File: src/rtl/prm_pkg.sv
// ----------------------------------------------------------------------------
// prm_pkg: shared types and constants for the pulse rate meter
// Field widths, register indexes, reset values and the configuration bundle.
// ----------------------------------------------------------------------------
package prm_pkg;

  localparam int unsigned SAMPLE_BITS = 12;
  localparam int unsigned AMP_BITS    = 12;
  localparam int unsigned TICK_BITS   = 8;
  localparam int unsigned SCALE_BITS  = 8;
  localparam int unsigned BEAT_BITS   = 16;
  localparam int unsigned RATE_BITS   = 16;
  localparam int unsigned PROD_BITS   = BEAT_BITS + SCALE_BITS;
  // swing and thresholds meet at the wider of the two widths
  localparam int unsigned SWING_BITS  = (SAMPLE_BITS > AMP_BITS) ? SAMPLE_BITS : AMP_BITS;
  localparam int unsigned CFG_IDX_BITS  = 2;
  localparam int unsigned CFG_DATA_BITS = 12;

  typedef enum logic [CFG_IDX_BITS-1:0] {
    REG_AMP_LOW  = 2'd0,
    REG_AMP_HIGH = 2'd1,
    REG_WINDOW   = 2'd2,
    REG_SCALE    = 2'd3
  } prm_reg_e;

  localparam logic [AMP_BITS-1:0]   AMP_LOW_RST  = AMP_BITS'(532);
  localparam logic [AMP_BITS-1:0]   AMP_HIGH_RST = AMP_BITS'(1229);
  localparam logic [TICK_BITS-1:0]  WINDOW_RST   = TICK_BITS'(10);
  localparam logic [SCALE_BITS-1:0] SCALE_RST    = SCALE_BITS'(6);

  localparam logic [SAMPLE_BITS-1:0] SAMPLE_FULL = '1;
  localparam logic [BEAT_BITS-1:0]   BEAT_MAX    = '1;
  localparam logic [RATE_BITS-1:0]   RATE_MAX    = '1;

  typedef struct packed {
    logic [AMP_BITS-1:0]   amp_low;
    logic [AMP_BITS-1:0]   amp_high;
    logic [TICK_BITS-1:0]  window_ticks;
    logic [SCALE_BITS-1:0] rate_scale;
  } prm_cfg_t;

endpackage

File: src/rtl/prm_if.sv
// ----------------------------------------------------------------------------
// prm_in_if / prm_out_if: valid/ready channels of the pulse rate meter
// Input carries operation and sample, output carries the rate.
// ----------------------------------------------------------------------------
interface prm_in_if import prm_pkg::*; ();
  logic                   valid;
  logic                   ready;
  logic                   operation;
  logic [SAMPLE_BITS-1:0] sample;

  modport source (output valid, output operation, output sample, input ready);
  modport sink   (input valid, input operation, input sample, output ready);
endinterface

interface prm_out_if import prm_pkg::*; ();
  logic                 valid;
  logic                 ready;
  logic [RATE_BITS-1:0] beats_per_minute;

  modport source (output valid, output beats_per_minute, input ready);
  modport sink   (input valid, input beats_per_minute, output ready);
endinterface

File: src/rtl/prm_beat_detect.sv
// ----------------------------------------------------------------------------
// prm_beat_detect: peak/trough tracking and beat counting
// Counts a beat on a falling sample whose swing lies in the amplitude band.
// ----------------------------------------------------------------------------
module prm_beat_detect import prm_pkg::*; (
  input  logic                   clk_i,
  input  logic                   rst_ni,
  input  logic                   sample_en_i,
  input  logic [SAMPLE_BITS-1:0] sample_i,
  input  logic                   clear_i,
  input  prm_cfg_t               cfg_i,
  output logic [BEAT_BITS-1:0]   beat_count_o
);

  logic [SAMPLE_BITS-1:0] prev_q, prev_d;
  logic [SAMPLE_BITS-1:0] peak_q, peak_d;
  logic [SAMPLE_BITS-1:0] trough_q, trough_d;
  logic [BEAT_BITS-1:0]   beat_q, beat_d;
  logic [SAMPLE_BITS-1:0] swing;
  logic                   in_band;

  assign swing   = peak_q - trough_q;
  // zero-extend swing and thresholds to a common width before compare
  assign in_band = (peak_q >= trough_q) &&
                   (SWING_BITS'(swing) >= SWING_BITS'(cfg_i.amp_low)) &&
                   (SWING_BITS'(swing) <= SWING_BITS'(cfg_i.amp_high));

  always_comb begin
    prev_d   = prev_q;
    peak_d   = peak_q;
    trough_d = trough_q;
    beat_d   = beat_q;
    if (clear_i) begin
      beat_d = '0;
    end else if (sample_en_i) begin
      prev_d = sample_i;
      if (sample_i > prev_q) begin
        if (sample_i > peak_q)   peak_d   = sample_i;
        if (sample_i < trough_q) trough_d = sample_i;
      end else if (sample_i < prev_q && in_band) begin
        peak_d   = '0;
        trough_d = SAMPLE_FULL;
        if (beat_q != BEAT_MAX) beat_d = beat_q + 1'b1;
      end
    end
  end

  always_ff @(posedge clk_i or negedge rst_ni) begin
    if (!rst_ni) begin
      prev_q   <= '0;
      peak_q   <= '0;
      trough_q <= SAMPLE_FULL;
      beat_q   <= '0;
    end else begin
      prev_q   <= prev_d;
      peak_q   <= peak_d;
      trough_q <= trough_d;
      beat_q   <= beat_d;
    end
  end

  assign beat_count_o = beat_q;

endmodule

File: src/rtl/prm_rate_window.sv
// ----------------------------------------------------------------------------
// prm_rate_window: tick counting and rate computation
// Flags the tick that ends a window and forms beats times scale, saturated.
// ----------------------------------------------------------------------------
module prm_rate_window import prm_pkg::*; (
  input  logic                 clk_i,
  input  logic                 rst_ni,
  input  logic                 tick_en_i,
  input  prm_cfg_t             cfg_i,
  input  logic [BEAT_BITS-1:0] beat_count_i,
  output logic                 done_o,
  output logic [RATE_BITS-1:0] rate_o
);

  logic [TICK_BITS-1:0] tick_q, tick_d;
  logic [TICK_BITS-1:0] tick_inc;
  logic [TICK_BITS-1:0] limit;
  logic [PROD_BITS-1:0] prod;

  // a window of zero behaves as one
  assign limit    = (cfg_i.window_ticks == '0) ? TICK_BITS'(1) : cfg_i.window_ticks;
  assign tick_inc = tick_q + 1'b1;
  assign done_o   = tick_en_i && ((tick_inc == '0) || (tick_inc >= limit));

  always_comb begin
    tick_d = tick_q;
    if (done_o)         tick_d = '0;
    else if (tick_en_i) tick_d = tick_inc;
  end

  always_ff @(posedge clk_i or negedge rst_ni) begin
    if (!rst_ni) tick_q <= '0;
    else         tick_q <= tick_d;
  end

  assign prod   = PROD_BITS'(beat_count_i) * PROD_BITS'(cfg_i.rate_scale);
  assign rate_o = (prod[PROD_BITS-1:RATE_BITS] != '0) ? RATE_MAX : prod[RATE_BITS-1:0];

endmodule

File: src/rtl/pulse_rate_meter_unit.sv
// ----------------------------------------------------------------------------
// pulse_rate_meter_unit: pulse sensor beat counter and rate meter
// Input register, one pass of update logic, output register.
// ----------------------------------------------------------------------------
// Timing: a window-ending tick is held in the input register; the rate register
//   loads when that tick advances, and the rate waits there until out_o.ready takes it.
// Throughput: 1 item per cycle while the output slot is free or being emptied; the
//   single update pass between input and output registers sets it, and an untaken rate stalls input.
// Reset: asynchronous, active low; clears state, counters and valid flags,
//   and loads the register defaults. No clearing pass.
// ----------------------------------------------------------------------------
module pulse_rate_meter_unit import prm_pkg::*; (
  input  logic                     clk_i,
  input  logic                     rst_ni,
  prm_in_if.sink                   in_i,
  prm_out_if.source                out_o,
  input  logic                     cfg_we_i,
  input  logic [CFG_IDX_BITS-1:0]  cfg_index_i,
  input  logic [CFG_DATA_BITS-1:0] cfg_data_i
);

  // configuration registers
  prm_cfg_t cfg_q;

  always_ff @(posedge clk_i or negedge rst_ni) begin
    if (!rst_ni) begin
      cfg_q.amp_low      <= AMP_LOW_RST;
      cfg_q.amp_high     <= AMP_HIGH_RST;
      cfg_q.window_ticks <= WINDOW_RST;
      cfg_q.rate_scale   <= SCALE_RST;
    end else if (cfg_we_i) begin
      case (prm_reg_e'(cfg_index_i))
        REG_AMP_LOW:  cfg_q.amp_low      <= cfg_data_i[AMP_BITS-1:0];
        REG_AMP_HIGH: cfg_q.amp_high     <= cfg_data_i[AMP_BITS-1:0];
        REG_WINDOW:   cfg_q.window_ticks <= cfg_data_i[TICK_BITS-1:0];
        REG_SCALE:    cfg_q.rate_scale   <= cfg_data_i[SCALE_BITS-1:0];
        default: ;
      endcase
    end
  end

  // input register stage
  logic                   in_valid_q;
  logic                   in_op_q;
  logic [SAMPLE_BITS-1:0] in_sample_q;
  logic                   advance;
  logic                   out_valid_q;
  logic [RATE_BITS-1:0]   bpm_q;

  // stage moves on whenever the output slot is free or being emptied
  assign advance    = in_valid_q && (!out_valid_q || out_o.ready);
  assign in_i.ready = !in_valid_q || advance;

  always_ff @(posedge clk_i or negedge rst_ni) begin
    if (!rst_ni) begin
      in_valid_q <= 1'b0;
    end else if (in_i.ready) begin
      in_valid_q <= in_i.valid;
    end
  end

  always_ff @(posedge clk_i) begin
    if (in_i.valid && in_i.ready) begin
      in_op_q     <= in_i.operation;
      in_sample_q <= in_i.sample;
    end
  end

  // update logic
  logic                 sample_en;
  logic                 tick_en;
  logic                 window_done;
  logic [BEAT_BITS-1:0] beat_count;
  logic [RATE_BITS-1:0] rate;

  assign sample_en = advance && !in_op_q;
  assign tick_en   = advance && in_op_q;

  prm_beat_detect u_beat (
    .clk_i       (clk_i),
    .rst_ni      (rst_ni),
    .sample_en_i (sample_en),
    .sample_i    (in_sample_q),
    .clear_i     (window_done),
    .cfg_i       (cfg_q),
    .beat_count_o(beat_count)
  );

  prm_rate_window u_window (
    .clk_i       (clk_i),
    .rst_ni      (rst_ni),
    .tick_en_i   (tick_en),
    .cfg_i       (cfg_q),
    .beat_count_i(beat_count),
    .done_o      (window_done),
    .rate_o      (rate)
  );

  // output register
  always_ff @(posedge clk_i or negedge rst_ni) begin
    if (!rst_ni) begin
      out_valid_q <= 1'b0;
    end else if (window_done) begin
      out_valid_q <= 1'b1;
    end else if (out_o.ready) begin
      out_valid_q <= 1'b0;
    end
  end

  always_ff @(posedge clk_i) begin
    if (window_done) bpm_q <= rate;
  end

  assign out_o.valid            = out_valid_q;
  assign out_o.beats_per_minute = bpm_q;

  // checks
  a_ready_when_empty: assert property (@(posedge clk_i) disable iff (!rst_ni)
    !out_valid_q |-> in_i.ready)
    else $error("input stalled with empty output");

  a_result_from_tick: assert property (@(posedge clk_i) disable iff (!rst_ni)
    $rose(out_valid_q) |-> $past(in_op_q && advance))
    else $error("result without a window-ending tick");

  a_beats_cleared: assert property (@(posedge clk_i) disable iff (!rst_ni)
    window_done |=> (beat_count == '0))
    else $error("beat count not cleared at window end");

endmodule
File: src/flat_wrapper.sv
// flat-port wrapper written by rule: the top's interface ports become plain ports
module pulse_rate_meter_unit_flat import prm_pkg::*;
  (clk_i, rst_ni, cfg_we_i, cfg_index_i, cfg_data_i, in_i_valid, in_i_operation, in_i_sample, in_i_ready, out_o_valid, out_o_beats_per_minute, out_o_ready);
  prm_in_if in_i_i ();
  prm_out_if out_o_i ();
  input  logic clk_i;
  input  logic rst_ni;
  input  logic cfg_we_i;
  input  logic [CFG_IDX_BITS-1:0] cfg_index_i;
  input  logic [CFG_DATA_BITS-1:0] cfg_data_i;
  input wire logic [$bits(in_i_i.valid)-1:0] in_i_valid;
  input wire logic [$bits(in_i_i.operation)-1:0] in_i_operation;
  input wire logic [$bits(in_i_i.sample)-1:0] in_i_sample;
  output wire logic [$bits(in_i_i.ready)-1:0] in_i_ready;
  output wire logic [$bits(out_o_i.valid)-1:0] out_o_valid;
  output wire logic [$bits(out_o_i.beats_per_minute)-1:0] out_o_beats_per_minute;
  input wire logic [$bits(out_o_i.ready)-1:0] out_o_ready;
  assign in_i_i.valid = in_i_valid;
  assign in_i_i.operation = in_i_operation;
  assign in_i_i.sample = in_i_sample;
  assign in_i_ready = in_i_i.ready;
  assign out_o_valid = out_o_i.valid;
  assign out_o_beats_per_minute = out_o_i.beats_per_minute;
  assign out_o_i.ready = out_o_ready;
  pulse_rate_meter_unit u_core (.clk_i(clk_i), .rst_ni(rst_ni), .in_i(in_i_i), .out_o(out_o_i), .cfg_we_i(cfg_we_i), .cfg_index_i(cfg_index_i), .cfg_data_i(cfg_data_i));
endmodule
File: config.mk
export PLATFORM = sky130hd
export DESIGN_NAME = pulse_rate_meter_unit_flat
export DESIGN_NICKNAME = d
export VERILOG_FILES = /design/src/rtl/prm_pkg.sv /design/src/rtl/prm_if.sv /design/src/rtl/prm_beat_detect.sv /design/src/rtl/prm_rate_window.sv /design/src/rtl/pulse_rate_meter_unit.sv /design/src/flat_wrapper.sv
export SDC_FILE = /design/constraint.sdc
export NUM_CORES = 1
export LEC_CHECK = 0
export ABC_AREA = 1
export BUFFER_PORTS_ARGS = -buffer_cell sky130_fd_sc_hd__buf_4
export CORE_UTILIZATION = 40
export CTS_CLUSTER_SIZE = 12
export DETAILED_ROUTE_END_ITERATION = 10
export PLACE_DENSITY = 0.61
export REMOVE_ABC_BUFFERS = 1
export SYNTH_ARGS = -nofsm -noshare
export SYNTH_HDL_FRONTEND = slang
export SYNTH_SLANG_ARGS = --single-unit
File: constraint.sdc
create_clock -name clk_i -period 5.49 [get_ports clk_i]
set_input_delay 1.098 -clock clk_i [delete_from_list [all_inputs] [get_ports clk_i]]
set_output_delay 1.098 -clock clk_i [all_outputs]
set_load 0.02 [all_outputs]
==> results_dict.tcl, run 1 <==
set metrics [dict create \
    syn_avg_cell_area_um2 7.54 \
    drv_cap 0 \
    synthMostInstantiatedCell "nand2_1" \
    drive_above_1_share_pct 9.02 \
    synth-edff-count 29 \
    hold_viol 0 \
    r2r_slack_ns 0.40 \
    dr.pass1.iters 10 \
    synth_top_cells_by_area "dfrtp_1, nand2_1, fa_1, ha_1, inv_1" \
    htreeDepth 4 \
    status "complete, but fails checks" \
    min_from "u_core.u_beat.trough_q[2]$_DFFE_PN1P_" \
    fin_crit_ns 5.09 \
    arrival_ns 5.24 \
    grt_use_total_pct 18.8 \
    ys_types 40 \
    pre_cts_ws_ns 0.404 \
    fin_ws_ns 0.400 \
    max-slew-margin-rel_pct 43.7 \
    grt_start_max_net_pins 53 \
    cts.clk_slew.worst_paths_ns 0.06 \
    num-nets-final 1925 \
    violations "design-rule violations" \
    yosysWarnings 0 \
    drtIter0Drc 533 \
    worstSetupPathType "flip-flop to flip-flop" \
    postCtsSetupRepairBufs 0 \
    hold_depth 2 \
    ant_nets 0 \
    syn_area_mm2 0.0126 \
    fillCellCount 3127 \
    rsz0062_at_grt "no" \
    rows 64 \
    dieHeight_um 179 \
    critical-path-top-delay-family "adder cells" \
    antennaDiodeCount 0 \
    cts_tree "built" \
    drcViolationCount 8 \
    crit_path_top_delay_cell "dfrtp_1" \
    fp.dieW_um 179 \
    core_area_mm2 0.0307 \
    wirelength_um 27400 \
    ys_ff_latch 131 \
    max-vdd-ir-drop_v 0.000347 \
    r2r_start "u_core.cfg_q[4]$_DFFE_PN0P_" \
    cts.sinks 131 \
    crit_path_start "u_core.cfg_q[4]$_DFFE_PN0P_" \
    reg2regPathDepth 18 \
    start_util_pct 40.9 \
    multiInputGateArea_mm2 0.00746 \
    synth_common_cells "nand2_1, inv_1, ha_1" \
    setup_viol 0 \
    tightest_slew_ns 0.842 \
    grt_pass1_wl_um 48500 \
    start_kind "flip-flop" \
    insertion_delay_ns 0.43 \
    hold_buffers 0 \
    post-dp-hpwl_um 21600 \
    yosysSeqAreaShare_pct 27.5 \
    register_area_mm2 0.00345 \
    die-area_mm2 0.0322 \
    crit_chain "nand2_1, fa_1, inv_1, fa_1, fa_1, inv_1, fa_1, inv_1, ha_1, nand2_2, nor2_1, nand3_1, nand3_1, nand2_1, inv_1, nand2_1, nor2_4, nand4_1" \
    cp-end-kind "flip-flop" \
    ctsResizeCount 0 \
    synth_largest_area_cell "dfrtp_1" \
    slowest_delay_ns 0.71 \
    crit_required_ns 5.64 \
    syn_inst 1667 \
    p_leak_nw 7.75 \
    gp_congestion 0.877 \
    final_util_pct 44.8 \
    reg2reg_to "u_core.out_o.beats_per_minute[6]$_SDFFCE_PP1P_" \
    synth-main-ff-cell "dfrtp_1" \
    drv_slew 0 \
    max_freq_ghz 0.196 \
    p_per_area_mw_per_mm2 384 \
    antenna_found_initial 0 \
    numPortBuffers 49 \
    crit_fanout 17 \
    area_growth_pct 9.43 \
    hp-class "flip-flop to flip-flop" \
    ios 50 \
    first_global_vias 10400 \
    cts_made_buffers 17 \
    whs_endpoint "u_core.u_beat.trough_q[2]$_DFFE_PN1P_" \
    grt_overflow 0 \
    cts.path.max_buffers 2 \
    viasPerCell 4.83 \
    wl_per_cell_um 13.1 \
    async_reset_ff_share_pct 77.9 \
    root_buffer "clkbuf_16" \
    via_count 10100 \
    critPathBufInv 4 \
    tns_ns 0 \
    finClkSkew_ns 0.00963 \
    min_period_over_period_pct 92.7 \
    synth_top_area_share_pct 15.3 \
]
-- placed cells by master, fill, tap and decap left out, types with 25 or more instances in the layout --
cell type  synthesis  final
ha_1             125    125
o21ai_0           68     68
buf_4              2     56
dfstp_2           25     25
nand2_1          493    493
nand4_1           67     67
inv_1            364    364
dfrtp_1           77     77
a21oi_1           43     43
nand3_1           52     52
edfxtp_1          29     29
nor2_1            65     65
fa_1              85     85
-- state kept, by name, summed over array words and instances (netlist names) --
register,cells
u_core.out_o.beats_per_minute,16
u_core.u_beat.peak_q,12
u_core.cfg_q,40
u_core.u_beat.beat_count_o,16
u_core.in_valid_q,1
u_core.u_beat.trough_q,12
u_core.in_op_q,1
u_core.u_window.tick_q,8
u_core.in_sample_q,12
u_core.u_beat.prev_q,12
u_core.out_o.valid,1
-- report_power, final --
group          leakage (nW)  switching (mW)  total, mW  internal, mW
Combinational          5.95            1.66       2.70          1.03
Sequential             1.53           0.218       1.49          1.27
Clock                 0.267           0.456       1.09         0.635
-- per-stage QoR --
stage | instances | total power, mW | instance area (um2) | hold slack (ns)
after floorplan | 1608 | 3.52 | 12300 | 0.444
after global placement | 2060 | 4.13 | 13200 | 0.451
after detailed placement | 2060 | 4.22 | 13200 | 0.454
after CTS | 2092 | 5.34 | 13800 | 0.463
after global routing | 2092 | 5.89 | 13800 | 0.484
final | 2092 | 5.28 | 13800 | 0.462
-- kinds of logic (layout without fill, tap and decap cells) --
family / Yosys count / after routing / synth area share [%]
xor gates and xnor gates: 37 / 37 / 2.58
and+or+nand+nor: 739 / 739 / 25.6
DFF: 131 / 131 / 27.5
adders and majority gates: 210 / 210 / 26.0
buffers and inverters: 426 / 455 / 13.2
AOI/OAI and AO/OA: 124 / 124 / 5.21
-- routing by layer --
metal  up-vias  part of all wire, %  GRT usage (%)
li1       5154                    -              -
met1      4742                   45           23.3
met2       169                   50           33.8
met3        38                  2.8           2.52
met4         0                  1.9           5.36
met5         -                    0              0
-- final cells by class --
type / instances / share of cell area (%)
Clock buffer: 20 / 3.25
Clock inverter: 12 / 0.791
Inverter: 367 / 10.0
Multi-Input combinational cell: 1110 / 54.2
Sequential cell: 131 / 25.1
Tap cell: 396 / 3.60
Timing Repair Buffer: 56 / 3.05
-- how the worst max path moves through the flow --
stage / to / slack (ns) / cells after the start
final: u_core.out_o.beats_per_minute[6]$_SDFFCE_PP1P_ / 0.40 / 18
after global routing: u_core.out_o.beats_per_minute[6]$_SDFFCE_PP1P_ / 0.12 / 18
after CTS: u_core.out_o.beats_per_minute[6]$_SDFFCE_PP1P_ / 0.40 / 18
after detailed placement: u_core.out_o.beats_per_minute[6]$_SDFFCE_PP1P_ / 0.40 / 18
after global placement: u_core.out_o.beats_per_minute[1]$_SDFFCE_PP1P_ / 0.47 / 18
after floorplan: u_core.out_o.beats_per_minute[0]$_SDFFCE_PP1P_ / 0.91 / 20
-- worst min-delay path, delay by kind of cell (launching register included) --
kind / cells / cell delay (ns)
AND/OR/NAND/NOR: 2 / 0.09
flip-flops: 1 / 0.37
Note: power is estimated with default switching activity, not from simulation.
==> run 2, diff against run 1 <==
--- a/config.mk
+++ b/config.mk
@@ -5,12 +5,14 @@
 export SDC_FILE = /design/constraint.sdc
 export NUM_CORES = 1
 export LEC_CHECK = 0
-export ABC_AREA = 1
+export ABC_AREA = 0
 export BUFFER_PORTS_ARGS = -buffer_cell sky130_fd_sc_hd__buf_4
+export CELL_PAD_IN_SITES_DETAIL_PLACEMENT = 0
+export CELL_PAD_IN_SITES_GLOBAL_PLACEMENT = 1
 export CORE_UTILIZATION = 40
 export CTS_CLUSTER_SIZE = 12
 export DETAILED_ROUTE_END_ITERATION = 10
-export PLACE_DENSITY = 0.61
+export PLACE_DENSITY = 0.73
 export REMOVE_ABC_BUFFERS = 1
 export SYNTH_ARGS = -nofsm -noshare
 export SYNTH_HDL_FRONTEND = slang
==> run 2 against run 1 <==
The run now ends clean. Sequential cell count is the same. Die area is 7.9% lower. Non-clock buffer count is 49 higher. Highest routed layer unchanged.
==> results_dict.tcl, run 2 <==
set metrics [dict create \
    drv_slew 0 \
    synth_top_cells_by_area "dfrtp_1, fa_1, ha_1, edfxtp_1, dfstp_2" \
    first_global_vias 8433 \
    area_growth_pct 16.8 \
    syn_inst 1205 \
    insertion_delay_ns 0.44 \
    max_freq_ghz 0.183 \
    core_area_mm2 0.0281 \
    start_util_pct 41.2 \
    hp-class "flip-flop to flip-flop" \
    min_period_over_period_pct 99.5 \
    max-vdd-ir-drop_v 0.000219 \
    ant_nets 0 \
    drcViolationCount 0 \
    ios 50 \
    mostFrequentLayoutCell "inv_1" \
    rsz0062_at_grt "yes" \
    num-nets-final 1526 \
    numPortBuffers 49 \
    drtIter0Drc 453 \
    grt_pass1_wl_um 42900 \
    post-dp-hpwl_um 20100 \
    cts_made_buffers 17 \
    finClkSkew_ns 0.0233 \
    viasPerCell 5.07 \
    root_buffer "clkbuf_16" \
    top_register "u_core.cfg_q" \
    final_cell_mix "inv_1, nand2_1, ha_1" \
    tightest_slew_ns 1.19 \
    grt_busiest_layer "met2" \
    start_kind "flip-flop" \
    syn_avg_cell_area_um2 9.60 \
    dr.pass1.iters 5 \
    yosysSeqAreaShare_pct 29.9 \
    tns_ns 0 \
    cp-end-kind "flip-flop" \
    wl_per_cell_um 15.5 \
    synthMostInstantiatedCell "inv_1" \
    gp_congestion 0.835 \
    cts.clk_slew.worst_paths_ns 0.07 \
    rows 61 \
    arrival_ns 5.64 \
    grt_overflow 0 \
    ys_ff_latch 131 \
    status "completed" \
    fin_cells 1675 \
    p_leak_nw 6.53 \
    drv_cap 0 \
    ys_types 64 \
    crit_required_ns 5.67 \
    grt_util_met3_pct 2.59 \
    synth_largest_area_cell "dfrtp_1" \
    via_count 8485 \
    fin_ws_ns 0.0261 \
    largest_reg_flops 40 \
    dieHeight_um 172 \
    synth-main-ff-cell "dfrtp_1" \
    hold_viol 0 \
    yosysWarnings 0 \
    synth-edff-count 29 \
    setup_viol 0 \
    pre_cts_ws_ns 0.0968 \
    fp.dieW_um 172 \
    p_per_area_mw_per_mm2 343 \
    grt_use_total_pct 18.5 \
    power_mw 4.64 \
    grt_start_max_net_pins 66 \
    htreeDepth 4 \
    fin_area_mm2 0.0135 \
    synth_common_cells "inv_1, nand2_1, ha_1" \
    max-slew-margin-rel_pct 20.9 \
    antenna_found_initial 1 \
    synth_top_area_share_pct 16.7 \
    dp_cells 1636 \
    fillCellCount 2674 \
    crit_fanout 7 \
    fin_crit_ns 5.46 \
    cts.path.max_buffers 2 \
    dpl_cell_area_mm2 0.0127 \
    wirelength_um 25900 \
    syn_area_mm2 0.0116 \
    async_reset_ff_share_pct 77.9 \
    grt.met2_usage_pct 28.2 \
    antennaDiodeCount 0 \
    worstSetupPathType "flip-flop to flip-flop" \
    die-area_mm2 0.0296 \
    cts_tree "built" \
    grtUsageMet1_pct 27.4 \
    cts.sinks 131 \
    drive_above_1_share_pct 18.4 \
]
-- run 2: cell types whose count changed after synthesis, sizes merged, moves of 14 or more --
cell / change
a21o: +21
mux2: +30
nor2: -36
and3: +14
buf: -14
inv: -199
nand3: -37
xnor2: +20
and2: +77
nand4: -49
nand2: -365
o21ai: -20
-- run 2: cell families (layout without fill, tap and decap cells) --
logic type	after synthesis	after routing	synth area share, %
flip-flops	131	131	29.9
multiplexers	32	32	3.09
AO/OA/AOI/OAI	209	209	12.2
AND/OR/NAND/NOR	363	363	16.0
buffers and inverters	213	305	7.00
adder cells (fa/ha/maj)	210	210	28.2
XOR/XNOR	47	47	3.56
-- run 2: worst max-delay path: stages, from the launching register on --
cell       delay, ns
dfrtp_2         0.46
buf_12          0.13
clkbuf_16       0.13
nand2_1         0.07
fa_1            0.54
inv_1           0.06
fa_1            0.46
fa_1            0.52
fa_1            0.49
ha_1            0.36
a21oi_4         0.21
inv_1           0.05
o311a_1         0.39
o21ai_2         0.21
xnor2_1         0.12
a41o_1          0.27
nor4_4          0.44
clkbuf_16       0.24
nand2_2         0.04
-- run 2: routing by layer --
metal	share of wire (%)	up-vias
li1	-	4232
met1	52	4111
met2	45	122
met3	3.0	20
met4	0.95	0
met5	0	-
-- run 2: final cells by class --
type,instances,area (um2),share of cell area [%]
timing repair buffer,105,906,6.70
sequential,131,3460,25.6
inverter,168,631,4.67
tap,378,473,3.50
multi-input combinational,861,7440,55.0
clock inverter,15,180,1.33
clock buffer,17,425,3.15
-- run 2: worst paths after layout --
kind | start | cells past startpoint | to | slack [ns]
setup / recovery | u_core.cfg_q[4]$_DFFE_PN0P_ | 18 | u_core.out_o.beats_per_minute[13]$_SDFFCE_PP1P_ | 0.03
hold / removal | u_core.cfg_q[20]$_DFFE_PN0P_ | 1 | u_core.cfg_q[20]$_DFFE_PN0P_ | 0.51
setup reg to reg | u_core.cfg_q[4]$_DFFE_PN0P_ | 18 | u_core.out_o.beats_per_minute[13]$_SDFFCE_PP1P_ | 0.03
hold reg to reg | u_core.cfg_q[20]$_DFFE_PN0P_ | 1 | u_core.cfg_q[20]$_DFFE_PN0P_ | 0.51
max in group asynchronous | rst_ni | 2 | u_core.cfg_q[2]$_DFFE_PN1P_ | 3.62
min in group asynchronous | rst_ni | 1 | u_core.cfg_q[28]$_DFFE_PN0P_ | 0.78
-- run 2: timing repair --
action	CTS	global route
hold buffers	0	0
setup endpoints to repair	0	15
buffers inserted	0	5
resized for setup	0	34
-- run 2: stage by stage --
stage / utilization [%] / hold WS [ns]
6_report: 48.1 / 0.505
5_1_grt: 48.1 / 0.517
4_1_cts: 47.2 / 0.509
3_5_place_dp: 45.1 / 0.494
3_3_place_gp: 45.1 / 0.492
2_1_floorplan: - / 0.479
-- run 2: power breakdown --
| part | switching (mW) | total (mW) | internal [mW] |
|---|---|---|---|
| logic | 1.15 | 2.10 | 0.950 |
| registers | 0.151 | 1.38 | 1.23 |
| clock network | 0.537 | 1.15 | 0.616 |
